--- config.mk ---
export PLATFORM = sky130hd
export DESIGN_NAME = cam_walker
export DESIGN_NICKNAME = d
export VERILOG_FILES = /design/src/hdl/cam_pkg.sv /design/src/hdl/cam_walker.sv
export VERILOG_INCLUDE_DIRS = /design/src /design/src/hdl
export SDC_FILE = /design/constraint.sdc
export NUM_CORES = 1
export LEC_CHECK = 0
export BUFFER_PORTS_ARGS = -buffer_cell sky130_fd_sc_hd__buf_2
export CAP_MARGIN = 5
export CORE_MARGIN = 5
export CORE_UTILIZATION = 30
export DETAILED_ROUTE_END_ITERATION = 12
export PLACE_DENSITY_LB_ADDON = 0.05
export SYNTH_ARGS = -nofsm -noshare
export SYNTH_HDL_FRONTEND = slang
export SYNTH_SLANG_ARGS = --single-unit
--- constraint.sdc ---
create_clock -name clk -period 6.4 [get_ports clk]
set_input_delay 0.64 -clock clk [delete_from_list [all_inputs] [get_ports clk]]
set_output_delay 0.64 -clock clk [all_outputs]
set_load 0.02 [all_outputs]
--- src/hdl/compiled_automaton_matcher_top_defines.svh ---
// Assertion macros shared by the matcher RTL.
`ifndef COMPILED_AUTOMATON_MATCHER_TOP_DEFINES_SVH
`define COMPILED_AUTOMATON_MATCHER_TOP_DEFINES_SVH

`ifndef SYNTHESIS
`define CAM_ASSERT(label, prop) \
	label: assert property (@(posedge clk) disable iff (!arst_n) prop) \
		else $error("assertion failed");
`define CAM_ASSERT_ALWAYS(label, prop) \
	label: assert property (@(posedge clk) prop) else $error("assertion failed");
`else
`define CAM_ASSERT(label, prop)
`define CAM_ASSERT_ALWAYS(label, prop)
`endif

`endif

--- src/hdl/cam_pkg.sv ---
// Types and constants of the compiled automaton matcher.
package cam_pkg;

	localparam int TABLE_DEPTH_DEF = 4096;
	localparam int ADDR_IN_W       = 12;
	localparam int BYTE_W          = 8;
	localparam int COUNT_W         = 7;
	localparam int VALUE_W         = 32;
	localparam int FINAL_IDX       = 7;
	localparam int START_ADDR      = 3;
	localparam logic [BYTE_W-1:0] ANNOT_MARK = 8'h41;

	typedef enum logic [1:0] {
		KIND_WRITE  = 2'd0,
		KIND_SYMBOL = 2'd1,
		KIND_END    = 2'd2
	} kind_t;

	typedef enum logic [3:0] {
		ST_IDLE,
		ST_HEAD,
		ST_SKIP,
		ST_TSYM,
		ST_TVLI0,
		ST_TVLI,
		ST_END_HEAD,
		ST_RVAL,
		ST_EMIT
	} fsm_t;

	typedef struct packed {
		logic               valid;
		logic               matched;
		logic [VALUE_W-1:0] value;
	} res_t;

endpackage

--- src/hdl/cam_walker.sv ---
// Sequencer that walks the automaton table one byte per cycle.
`include "compiled_automaton_matcher_top_defines.svh"

module cam_walker #(
	parameter int TABLE_DEPTH = cam_pkg::TABLE_DEPTH_DEF,
	localparam int AW = $clog2(TABLE_DEPTH)
) (
	input  logic                          clk,
	input  logic                          arst_n,
	input  logic                          item_valid,
	output logic                          item_stall,
	input  logic [1:0]                    kind,
	input  logic [cam_pkg::ADDR_IN_W-1:0] table_address,
	input  logic [cam_pkg::BYTE_W-1:0]    table_byte,
	input  logic [cam_pkg::BYTE_W-1:0]    symbol,
	output logic                          we,
	output logic [AW-1:0]                 waddr,
	output logic [cam_pkg::BYTE_W-1:0]    wdata,
	output logic [AW-1:0]                 raddr,
	input  logic [cam_pkg::BYTE_W-1:0]    rdata,
	input  logic                          out_free,
	output cam_pkg::res_t                 res
);

	localparam logic [AW-1:0] START_AW = AW'(cam_pkg::START_ADDR);
	localparam logic [AW-1:0] VCNT_MAX = AW'(TABLE_DEPTH - 1);
	localparam logic [AW-1:0] ONE_AW   = AW'(1);

	cam_pkg::fsm_t                    fsm_q, fsm_d;
	logic [AW-1:0]                    cur_q, cur_d;
	logic                             failed_q, failed_d;
	logic [AW-1:0]                    ptr_q, ptr_d;
	logic [AW-1:0]                    at_q, at_d;
	logic [cam_pkg::COUNT_W-1:0]      cnt_q, cnt_d;
	logic [AW-1:0]                    vcnt_q, vcnt_d;
	logic [cam_pkg::VALUE_W-1:0]      acc_q, acc_d;
	logic [cam_pkg::BYTE_W-1:0]       sym_q, sym_d;
	logic                             rm_q, rm_d;
	logic [cam_pkg::VALUE_W-1:0]      rv_q, rv_d;
	logic                             annot_q;
	logic                             accept;
	logic [cam_pkg::VALUE_W-1:0]      acc_next;
	logic                             vli_last;

	assign item_stall = (fsm_q != cam_pkg::ST_IDLE);
	assign accept     = item_valid && !item_stall;
	assign we         = accept && (cam_pkg::kind_t'(kind) == cam_pkg::KIND_WRITE);
	assign waddr      = AW'(table_address);
	assign wdata      = table_byte;

	assign acc_next = {acc_q[cam_pkg::VALUE_W-cam_pkg::COUNT_W-1:0],
		rdata[cam_pkg::COUNT_W-1:0]};
	assign vli_last = !rdata[cam_pkg::FINAL_IDX] || (vcnt_q == VCNT_MAX);

	always_ff @(posedge clk or negedge arst_n) begin
		if (!arst_n) begin
			fsm_q    <= cam_pkg::ST_IDLE;
			cur_q    <= START_AW;
			failed_q <= 1'b0;
			annot_q  <= 1'b0;
		end else begin
			fsm_q    <= fsm_d;
			cur_q    <= cur_d;
			failed_q <= failed_d;
			if (we && (waddr == '0)) begin
				annot_q <= (table_byte == cam_pkg::ANNOT_MARK);
			end
		end
	end

	always_ff @(posedge clk) begin
		ptr_q  <= ptr_d;
		at_q   <= at_d;
		cnt_q  <= cnt_d;
		vcnt_q <= vcnt_d;
		acc_q  <= acc_d;
		sym_q  <= sym_d;
		rm_q   <= rm_d;
		rv_q   <= rv_d;
	end

	always_comb begin
		fsm_d    = fsm_q;
		cur_d    = cur_q;
		failed_d = failed_q;
		ptr_d    = ptr_q + ONE_AW;
		at_d     = at_q;
		cnt_d    = cnt_q;
		vcnt_d   = vcnt_q + ONE_AW;
		acc_d    = acc_next;
		sym_d    = sym_q;
		rm_d     = rm_q;
		rv_d     = rv_q;
		raddr    = ptr_q;
		res      = '0;
		case (fsm_q)
			cam_pkg::ST_IDLE: begin
				raddr = cur_q;
				ptr_d = cur_q + ONE_AW;
				sym_d = symbol;
				if (accept) begin
					case (cam_pkg::kind_t'(kind))
						cam_pkg::KIND_SYMBOL: begin
							if (!failed_q) begin
								fsm_d = cam_pkg::ST_HEAD;
							end
						end
						cam_pkg::KIND_END: begin
							if (failed_q) begin
								rm_d  = 1'b0;
								rv_d  = '0;
								fsm_d = cam_pkg::ST_EMIT;
							end else begin
								fsm_d = cam_pkg::ST_END_HEAD;
							end
						end
						default: begin
						end
					endcase
				end
			end
			cam_pkg::ST_HEAD: begin
				cnt_d  = rdata[cam_pkg::COUNT_W-1:0];
				vcnt_d = '0;
				if (rdata[cam_pkg::COUNT_W-1:0] == '0) begin
					failed_d = 1'b1;
					fsm_d    = cam_pkg::ST_IDLE;
				end else if (annot_q && rdata[cam_pkg::FINAL_IDX]) begin
					fsm_d = cam_pkg::ST_SKIP;
				end else begin
					fsm_d = cam_pkg::ST_TSYM;
				end
			end
			cam_pkg::ST_SKIP: begin
				if (vli_last) begin
					vcnt_d = '0;
					if (cnt_q == '0) begin
						failed_d = 1'b1;
						fsm_d    = cam_pkg::ST_IDLE;
					end else begin
						fsm_d = cam_pkg::ST_TSYM;
					end
				end
			end
			cam_pkg::ST_TSYM: begin
				cnt_d  = cnt_q - 1'b1;
				vcnt_d = '0;
				if ((rdata == '0) || (rdata == sym_q)) begin
					fsm_d = cam_pkg::ST_TVLI0;
				end else begin
					fsm_d = cam_pkg::ST_SKIP;
				end
			end
			cam_pkg::ST_TVLI0: begin
				at_d  = ptr_q - ONE_AW;
				acc_d = cam_pkg::VALUE_W'(rdata[cam_pkg::COUNT_W-1:0]);
				if (rdata == '0) begin
					fsm_d = cam_pkg::ST_IDLE;
				end else if (!rdata[cam_pkg::FINAL_IDX]) begin
					cur_d = ptr_q - ONE_AW + AW'(rdata[cam_pkg::COUNT_W-1:0]);
					fsm_d = cam_pkg::ST_IDLE;
				end else begin
					fsm_d = cam_pkg::ST_TVLI;
				end
			end
			cam_pkg::ST_TVLI: begin
				if (vli_last) begin
					cur_d = at_q + AW'(acc_next);
					fsm_d = cam_pkg::ST_IDLE;
				end
			end
			cam_pkg::ST_END_HEAD: begin
				acc_d  = '0;
				vcnt_d = '0;
				if (!rdata[cam_pkg::FINAL_IDX]) begin
					rm_d  = 1'b0;
					rv_d  = '0;
					fsm_d = cam_pkg::ST_EMIT;
				end else if (!annot_q) begin
					rm_d  = 1'b1;
					rv_d  = '0;
					fsm_d = cam_pkg::ST_EMIT;
				end else begin
					fsm_d = cam_pkg::ST_RVAL;
				end
			end
			cam_pkg::ST_RVAL: begin
				if (vli_last) begin
					rm_d  = 1'b1;
					rv_d  = acc_next;
					fsm_d = cam_pkg::ST_EMIT;
				end
			end
			cam_pkg::ST_EMIT: begin
				if (out_free) begin
					res.valid   = 1'b1;
					res.matched = rm_q;
					res.value   = rv_q;
					cur_d       = START_AW;
					failed_d    = 1'b0;
					fsm_d       = cam_pkg::ST_IDLE;
				end
			end
			default: begin
				fsm_d = cam_pkg::ST_IDLE;
			end
		endcase
	end

	`CAM_ASSERT(a_res_room, res.valid |-> out_free)
	`CAM_ASSERT(a_restart, res.valid |=> ((cur_q == START_AW) && !failed_q))
	`CAM_ASSERT(a_nomatch_zero, (res.valid && !res.matched) |-> (res.value == '0))
	`CAM_ASSERT(a_tvli_count, (fsm_q == cam_pkg::ST_TVLI) |-> (vcnt_q != '0))
	`CAM_ASSERT(a_failed_rest, failed_q |-> ((fsm_q == cam_pkg::ST_IDLE) || (fsm_q == cam_pkg::ST_EMIT)))

endmodule

==> results of run 1 <==
## power by group
part           internal, uW  switching [uW]
clock network           731             365
registers              1050             157
logic                   438             683
total                  2210            1200
## state kept, by name, indices dropped and copies added (netlist names)
| register | count |
|---|---|
| acc_q | 25 |
| annot_q | 1 |
| at_q | 12 |
| cnt_q | 7 |
| cur_q | 12 |
| failed_q | 1 |
| fsm_q | 4 |
| ptr_q | 12 |
| rm_q | 1 |
| rv_q | 32 |
| sym_q | 8 |
| vcnt_q | 12 |
## cells in the final DEF, fill, tap and decap left out, drive strengths merged, types with 4 or more instances in the layout
cell type / netlist / layout
a211oi: 8 / 8
a21o: 4 / 4
a21oi: 15 / 15
a31oi: 4 / 4
and2: 35 / 35
and3: 43 / 43
buf: 28 / 111
bufinv: 0 / 6
clkbuf: 16 / 18
dfrtp: 16 / 16
dfxtp: 49 / 49
edfxtp: 60 / 60
ha: 27 / 27
inv: 28 / 30
mux2i: 5 / 5
nand2: 72 / 72
nand2b: 5 / 5
nand3: 15 / 15
nand4: 5 / 5
nor2: 52 / 52
nor2b: 28 / 28
nor3: 10 / 10
nor4: 8 / 8
nor4b: 4 / 4
o21a: 4 / 4
o21ai: 36 / 36
xnor2: 36 / 36
xor2: 20 / 20
## layout make-up
class                           instances  share of cell area, %
Sequential cell                       127                   39.8
Multi-Input combinational cell        479                   39.4
Timing Repair Buffer                  111                   6.90
Clock buffer                           18                   5.28
Tap cell                              285                   4.39
Clock inverter                         14                   2.93
Inverter                               28                   1.29
## worst max path at each step
stage                         from  slack (ns)  depth (start not counted)         to
after floorplan           fsm_q[0]        2.63                         10       rm_q
after global placement    fsm_q[0]        3.24                          7   rv_q[14]
after detailed placement  fsm_q[0]        3.15                          7   rv_q[14]
after CTS                 fsm_q[0]        3.16                          7    rv_q[7]
after global routing      fsm_q[0]        2.85                          7    rv_q[5]
final                     fsm_q[0]        3.22                          6  raddr[10]
## stage by stage
step / util [%] / power (uW) / cell area, um^2 / instances
floorplan: - / 2030 / 6790 / 678
global placement: 33.2 / 2330 / 7460 / 1030
detailed placement: 33.2 / 2350 / 7460 / 1030
CTS: 36.2 / 3460 / 8120 / 1062
global route: 36.2 / 3670 / 8120 / 1062
finish: 36.2 / 3420 / 8120 / 1062
## logic make-up (layout without fill, tap and decap cells)
logic type / Yosys count / in the layout / share of synthesized area [%]
compound gates: 98 / 98 / 9.75
xor+xnor: 56 / 56 / 7.45
buf+inv: 72 / 171 / 5.46
simple gates: 291 / 291 / 23.3
flops: 127 / 127 / 47.7
mux: 5 / 5 / 0.738
fa+ha+maj: 29 / 29 / 5.57
## layer usage
layer | part of all wire (%) | global-route usage (%)
met1 | 49 | 18.3
met2 | 46 | 22.0
met3 | 4.5 | 3.26
met4 | 1.2 | 3.75
met5 | 0 | 0
==> results.toml, run 1 <==
[detailed_routing]
wl_per_cell_um = 16.0
drc = 0
via_count = 5010
antenna_left = 0
first_pass_iters = 4
finalWirelength_um = 17000
drtIter0Drc = 246
via_per_inst = 4.72

[yosys]
synth_top_area_share_pct = 26.6
yosysWarnings = 0
yosysUniqueCellTypes = 70
syn_area_mm2 = 0.00679
syn_inst = 678
synthTopCellsByCount = "71 x nand2_1, 60 x edfxtp_1, 50 x nor2_1"
synth-main-ff-cell = "edfxtp_1"
syn_nets = 749
yosysMostFrequentCell = "nand2_1"
synth-seq-area-share_pct = 47.7
synth_top_cell_by_area = "edfxtp_1"
ys_seq_elements = 127
synth_edf_count = 60
synth_async_sr_flop_share_pct = 14.2
syn_avg_cell_area_um2 = 10.0
ys_top_cells_by_area = "edfxtp_1 27%, dfxtp_1 14%, dfrtp_1 5.9%"

[final_layout]
syn_to_final_growth_pct = 19.7
antenna_cells = 0
final_nets = 835
drive_above_1_share_pct = 21.8
multiInputGateArea_mm2 = 0.00320
regArea_mm2 = 0.00324
fillers = 2266

[critical_path]
path_buf_inv = 3
cp.arrival_ns = 2.54
critPathKind = "flip-flop to output port"
cp_cell_sequence = "nor2_2 -> nand2_2 -> inv_2 -> mux2i_1 -> inv_1 -> buf_2"
path_delay_family = "buffers and inverters"
crit_fanout = 30
endpoint_kind = "output port"
reg2reg_to = "rv_q[4]"
critical_path.slowest_cell = "dfrtp_1"
rr_worst_depth = 7
cp-start-kind = "flip-flop"
worstReg2RegStart = "fsm_q[0]"
max_stage_delay_ns = 0.55
r2r_slack_ns = 3.23
required_ns = 5.76

[timing]
fin_crit_sh_pct = 49.7
final-max-slew-violation-count = 0
setup_violations = 0
maxSlewHeadroom_pct = 26.3
fin_skew_ns = 0.00697
fmax_ghz = 0.314
rsz0062_at_grt = "false"
hold_ws_ns = 0.172
min_period_ns = 3.18
setup_ws_ns = 3.22
worst_slew_pin_slew_ns = 1.10
tns_ns = 0
finalHoldViolCount = 0

[floorplanning]
die_x_um = 160
fp.coreArea_mm2 = 0.0224
die_height_um = 160
io_pins = 110
num_rows = 55
initial_core_util_pct = 30.2
die-area_mm2 = 0.0257

[global_route]
grt_util_all_layers_pct = 13.6
antenna_found_initial = 0
grt_pass1_wl_um = 28000
grt_pass1_vias = 5231
grt-ovfl-total = 0
grt_max_degree = 41

[cts]
cts_max_level = 4
cts_hold_buf = 0
cts_setup_buffers = 0
root_buffer = "clkbuf_16"
clock_path_buffers = 2
cts_tree = "built"
path_clk_slew_ns = 0.06
cts_resized = 0
clock_latency_ns = 0.41
clock-sinks = 127
cts_buffers = 17

[power]
vdd_drop_max_mv = 0.203
p_per_area_mw_per_mm2 = 421
power.static_leakage_uw = 0.00352

[placed_design]
place.gp.congestion = 0.807
dp_hpwl_um = 12700
dp_slack_ns = 3.15
io_buffers = 109

[flow_run]
drv_cap = 0

[outcome]
outcome = "completed"

[min_path]
hold_class = "primary input to asynchronous set/reset pin"
No activity file was read; power rests on OpenSTA's default activity.
==> run 2, diff against run 1 <==
==> constraint.sdc (replaced) <==
create_clock -name clk -period 2.8 [get_ports clk]
set_input_delay 0.28 -clock clk [delete_from_list [all_inputs] [get_ports clk]]
set_output_delay 0.28 -clock clk [all_outputs]
set_load 0.02 [all_outputs]
==> run 2 against run 1 <==
Largest cell class is now multi-input combinational cells. Die area is the same. Register-to-register slack got worse by 3.2 ns. First-iteration DRC count fell by 3.3%. Clock power grew 110%. Final area up 2.8%. Critical endpoint is now cur_q[8].
==> results.toml, run 2 (same netlist as run 1, synthesis figures left out) <==
[detailed_routing]
drc = 0
via_count = 5065
wl_per_cell_um = 16.1
via_per_inst = 4.66
first_pass_iters = 4
antenna_left = 0
drtIter0Drc = 238
finalWirelength_um = 17500

[final_layout]
final_nets = 860
fillers = 2294
largest_reg_flops = 32
top_register = "rv_q"
antenna_cells = 0
regArea_mm2 = 0.00324
drive_above_1_share_pct = 25.4
most-common-layout-cells = "109 x buf_2, 70 x nand2_1, 60 x edfxtp_1"
reg.largest.list = "rv_q x32, acc_q x25"
syn_to_final_growth_pct = 23.0
stdcell_area_mm2 = 0.00835
final_util_pct = 37.2
stdcell_count = 1087
multiInputGateArea_mm2 = 0.00325
layout_commonest_cell = "buf_2"

[timing]
setup_violations = 0
finalHoldViolCount = 0
fmax_ghz = 0.367
final-max-slew-violation-count = 0
setup_ws_ns = 0.0730
rsz0062_at_grt = "true"
fin_skew_ns = 0.0133
maxSlewHeadroom_pct = 26.5
min_period_ns = 2.73
tns_ns = 0
worst_slew_pin_slew_ns = 1.10
fin_crit_sh_pct = 97.4

[global_route]
grt_max_degree = 40
grt-ovfl-total = 0
grt_pass1_vias = 5290
antenna_found_initial = 0
grt_pass1_wl_um = 28600
grt_util_all_layers_pct = 14.0

[floorplanning]
die_x_um = 160
initial_core_util_pct = 30.2
die_height_um = 160
die-area_mm2 = 0.0257
num_rows = 55
io_pins = 110
fp.coreArea_mm2 = 0.0224

[power]
vdd_drop_max_mv = 0.457
p_per_area_mw_per_mm2 = 952
power.static_leakage_uw = 0.00364

[critical_path]
critPathKind = "flip-flop to flip-flop"
cp.arrival_ns = 2.99
path_buf_inv = 1
path_delay_family = "simple AND/OR/NAND/NOR gates"
critical_path.slowest_cell = "or3_4"
max_stage_delay_ns = 0.37
endpoint_kind = "flip-flop"
cp_cell_sequence = "buf_6 -> nor4_4 -> nand2_2 -> xnor2_2 -> ha_1 -> nor2_2 -> or3_4 -> o21ba_2 -> or3_1 -> a32oi_1 -> o21ai_1"
crit_fanout = 5
cp-start-kind = "flip-flop"
required_ns = 3.06

[cts]
cts_buffers = 17
path_clk_slew_ns = 0.06
clock_latency_ns = 0.42
root_buffer = "clkbuf_16"
cts_tree = "built"
cts_max_level = 4
clock_path_buffers = 2
clock-sinks = 127

[placed_design]
placed_area_mm2 = 0.00763
dpl.cell_count = 1052
dp_slack_ns = 0.0329
io_buffers = 109
place.gp.congestion = 0.802
dp_hpwl_um = 13100

[min_path]
hold_class = "primary input to flip-flop"

[flow_run]
drv_cap = 0

[outcome]
outcome = "completed"
==> run 2: layout make-up <==
| cell class | instances | share of cell area (%) |
|---|---|---|
| repair buffers | 136 | 9.19 |
| multi-input cells | 479 | 38.9 |
| flip-flops and latches | 127 | 38.8 |
| inverters | 28 | 1.29 |
| clock buffers | 18 | 5.26 |
| well taps | 285 | 4.27 |
| clock inverters | 14 | 2.26 |
==> run 2: where the power goes <==
| group | switching (uW) | internal (uW) |
|---|---|---|
| combinational | 1680 | 1210 |
| clock | 839 | 1510 |
| sequential | 314 | 2390 |
| total | 2830 | 5120 |
==> run 2: worst paths after layout <==
path / start / end / slack, ns / depth (start not counted)
max: ptr_q[2] / cur_q[8] / 0.07 / 11
min: symbol[2] / sym_q[2] / 0.03 / 1
max reg2reg: ptr_q[2] / cur_q[8] / 0.07 / 11
min reg2reg: acc_q[11] / acc_q[18] / 0.45 / 1
max in group asynchronous: arst_n / cur_q[1] / 2.08 / 2
min in group asynchronous: arst_n / cur_q[8] / 0.36 / 2
==> run 2: per-stage QoR <==
stage | total power (uW) | hold slack, ns
floorplan | 4650 | -0.0156
global placement | 5510 | 0.286
detailed placement | 5530 | 0.277
CTS | 7920 | 0.0199
global route | 8510 | 0.0137
finish | 7950 | 0.0321
==> run 2: what timing repair did <==
action	4_1_cts	5_1_grt
hold endpoints to repair	16	0
hold buffers	1	0
gates resized for setup	1	16
setup endpoints to repair	1	6
pin swaps	0	6
setup buffers	0	2
==> run 2: routing by layer <==
metal  vias to the layer above  track usage, %  share of wire, %
met1                      2349            18.9                48
met2                       128            21.7                45
met4                         0            4.85               1.5
li1                       2567               -                 -
met5                         -               0                 0
met3                        21            3.64               4.9
==> run 3, diff against run 2 <==
--- a/config.mk
+++ b/config.mk
@@ -6,6 +6,7 @@
 export SDC_FILE = /design/constraint.sdc
 export NUM_CORES = 1
 export LEC_CHECK = 0
+export ABC_AREA = 1
 export BUFFER_PORTS_ARGS = -buffer_cell sky130_fd_sc_hd__buf_2
 export CAP_MARGIN = 5
 export CORE_MARGIN = 5
@@ -15,3 +16,4 @@
 export SYNTH_ARGS = -nofsm -noshare
 export SYNTH_HDL_FRONTEND = slang
 export SYNTH_SLANG_ARGS = --single-unit
+export TNS_END_PERCENT = 50
==> run 3 against run 2 <==
Final area decreased by 0.18%. Clock power down 7%. Clock-buffer cell count decreased by 1. Area after synthesis grew 2.6%. Synthesized cell count up 29%. Sequential power shrank 1%. Critical path type unchanged. Largest cell class is now flip-flops and latches.
==> results.toml, run 3 <==
[critical_path]
critical_path.slowest_cell = "nor2_4"
path_delay_family = "simple AND/OR/NAND/NOR gates"
path_buf_inv = 0
worstReg2RegStart = "vcnt_q[0]"
cp-start-kind = "flip-flop"
reg2reg_to = "rv_q[26]"
cp.arrival_ns = 2.51
max_stage_delay_ns = 0.74
crit_fanout = 33
rr_worst_depth = 9
cp.depth = 9
endpoint_kind = "flip-flop"
critPathKind = "flip-flop to flip-flop"
cp_cell_sequence = "ha_1 -> nand3_1 -> nor2_1 -> nand2_1 -> nor2_1 -> nand4_1 -> nand2_1 -> o22ai_1 -> nor2_4"
r2r_slack_ns = 0.32
required_ns = 2.83

[detailed_routing]
first_pass_iters = 4
via_per_inst = 4.34
drc = 0
antenna_left = 0
wl_per_cell_um = 14.1
drtIter0Drc = 262
finalWirelength_um = 18300
via_count = 5656

[yosys]
synth_top_cell_by_area = "edfxtp_1"
syn_inst = 874
synthTopCellsByCount = "220 x nand2_1, 137 x nor2_1, 117 x inv_1"
syn_nets = 945
yosysUniqueCellTypes = 47
synth_adder_area_share_pct = 5.43
synth_top_family_by_area = "simple AND/OR/NAND/NOR gates"
ys_top_cells_by_area = "edfxtp_1 26%, dfxtp_1 14%, nand2_1 12%"
syn_area_mm2 = 0.00696
yosysWarnings = 0
ys_seq_elements = 127
synth-simple-area-share_pct = 26.6
syn_avg_cell_area_um2 = 7.97
synth_top_area_share_pct = 25.9
synth_edf_count = 60
synth_mux_area_share_pct = 0
synth-seq-area-share_pct = 46.5
synth-xor-area-share_pct = 4.40
synth_compound_area_share_pct = 6.99
yosysMostFrequentCell = "nand2_1"
synth-main-ff-cell = "edfxtp_1"
synth_async_sr_flop_share_pct = 14.2

[cts]
clock_latency_ns = 0.42
cts_tree = "built"
clock-sinks = 127
cts_buffers = 17
cts_setup_buffers = 0
clock_path_buffers = 2
cts_max_level = 4
path_clk_slew_ns = 0.06
root_buffer = "clkbuf_16"

[global_route]
grt-ovfl-total = 0
grt_pass1_vias = 5676
globalRouteMet3Util_pct = 2.46
grt_util_all_layers_pct = 14.3
globalRouteMet2Util_pct = 24.0
antenna_found_initial = 0
use_met1_pct = 18.9
grt_pass1_wl_um = 29800
grt_max_degree = 34
gr-max-usage-layer = "met2"

[final_layout]
layout_commonest_cell = "nand2_1"
multiInputGateArea_mm2 = 0.00303
syn_to_final_growth_pct = 19.7
drive_above_1_share_pct = 19.0
top_register = "rv_q"
final_nets = 1047
fillers = 2448
antenna_cells = 0
most-common-layout-cells = "220 x nand2_1, 136 x nor2_1, 117 x inv_1"
largest_reg_flops = 32
reg.largest.list = "rv_q x32, acc_q x25"
regArea_mm2 = 0.00324

[min_path]
hold-path-cell-count = 1
hold_start = "symbol[7]"
hold_class = "primary input to flip-flop"
min_to = "sym_q[7]"

[floorplanning]
initial_core_util_pct = 30.6
io_pins = 110
die-area_mm2 = 0.0264
num_rows = 55
die_x_um = 162
die_height_um = 162
fp.coreArea_mm2 = 0.0228

[power]
p_switching_uw = 3350
vdd_drop_max_mv = 0.618
clockPowerShare_pct = 26.8
seq_power_share_pct = 32.9
pwr-share-comb_pct = 40.3
p_int_uw = 4780
p_per_area_mw_per_mm2 = 975
sw_frac_of_total_pct = 41.2
power.static_leakage_uw = 0.00396

[timing]
maxSlewHeadroom_pct = 35.1
setup_violations = 0
fin_crit_sh_pct = 88.6
fmax_ghz = 0.403
final-max-slew-violation-count = 0
rsz0062_at_grt = "false"
worst_slew_pin_slew_ns = 0.972
min_period_ns = 2.48
tns_ns = 0
setup_ws_ns = 0.320
finalHoldViolCount = 0
fin_skew_ns = 0.0106

[placed_design]
dp_slack_ns = 0.243
dp_hpwl_um = 14100
place.gp.congestion = 0.852
io_buffers = 109

[outcome]
outcome = "completed"

[flow_run]
drv_cap = 0
-- run 3: final cells by class --
cell class / count / area share, %
tap: 313 / 4.70
clock buffer: 17 / 5.11
clock inverter: 15 / 1.76
timing repair buffer: 121 / 7.66
inverter: 122 / 5.56
multi-input combinational: 587 / 36.4
sequential: 127 / 38.8
-- run 3: layer usage --
metal | routed length, um | up-vias
met2 | 8550 | 102
met3 | 673 | 18
li1 | - | 2962
met1 | 8820 | 2574
met4 | 301 | 0
met5 | 0 | -
-- run 3: power groups by stage --
stage,clock (uW),combinational (uW),sequential (uW)
floorplan,0,2510,2650
global placement,0,3350,2710
detailed placement,0,3310,2710
CTS,2250,3340,2670
global route,2330,3720,2720
finish,2180,3270,2670
-- run 3: how the worst max path moves through the flow --
stage,from,end,slack [ns]
global route,vcnt_q[0],rv_q[1],0.02
finish,vcnt_q[0],rv_q[26],0.32
floorplan,vcnt_q[0],rm_q,0.36
global placement,vcnt_q[0],rv_q[21],0.30
CTS,ptr_q[0],cur_q[11],0.25
detailed placement,ptr_q[0],cur_q[11],0.24
-- run 3: through the flow --
| stage | cells | cell area [um^2] | hold WS, ns | power (uW) | utilization [%] |
|---|---|---|---|---|---|
| after floorplan | 874 | 6960 | -0.0156 | 5160 | - |
| after global placement | 1269 | 7750 | 0.284 | 6060 | 34.0 |
| after detailed placement | 1269 | 7750 | 0.275 | 6030 | 34.0 |
| after CTS | 1302 | 8330 | 0.0200 | 8260 | 36.6 |
| after global routing | 1302 | 8330 | 0.0298 | 8770 | 36.6 |
| final | 1302 | 8330 | 0.0422 | 8120 | 36.6 |
-- run 3: cell families (layout without fill, tap and decap cells) --
group                      after synthesis  in the layout
and+or+nand+nor                        439            439
DFF                                    127            127
xor gates and xnor gates                35             35
AOI/OAI and AO/OA                       84             84
adders and majority gates               29             29
buffers and inverters                  160            275
-- run 3: timing repair --
action / in CTS / in global routing
endpoints found under the setup margin: 0 / 1
resized for setup: 0 / 1
endpoints found under the hold margin: 16 / 0
hold buffers: 1 / 0
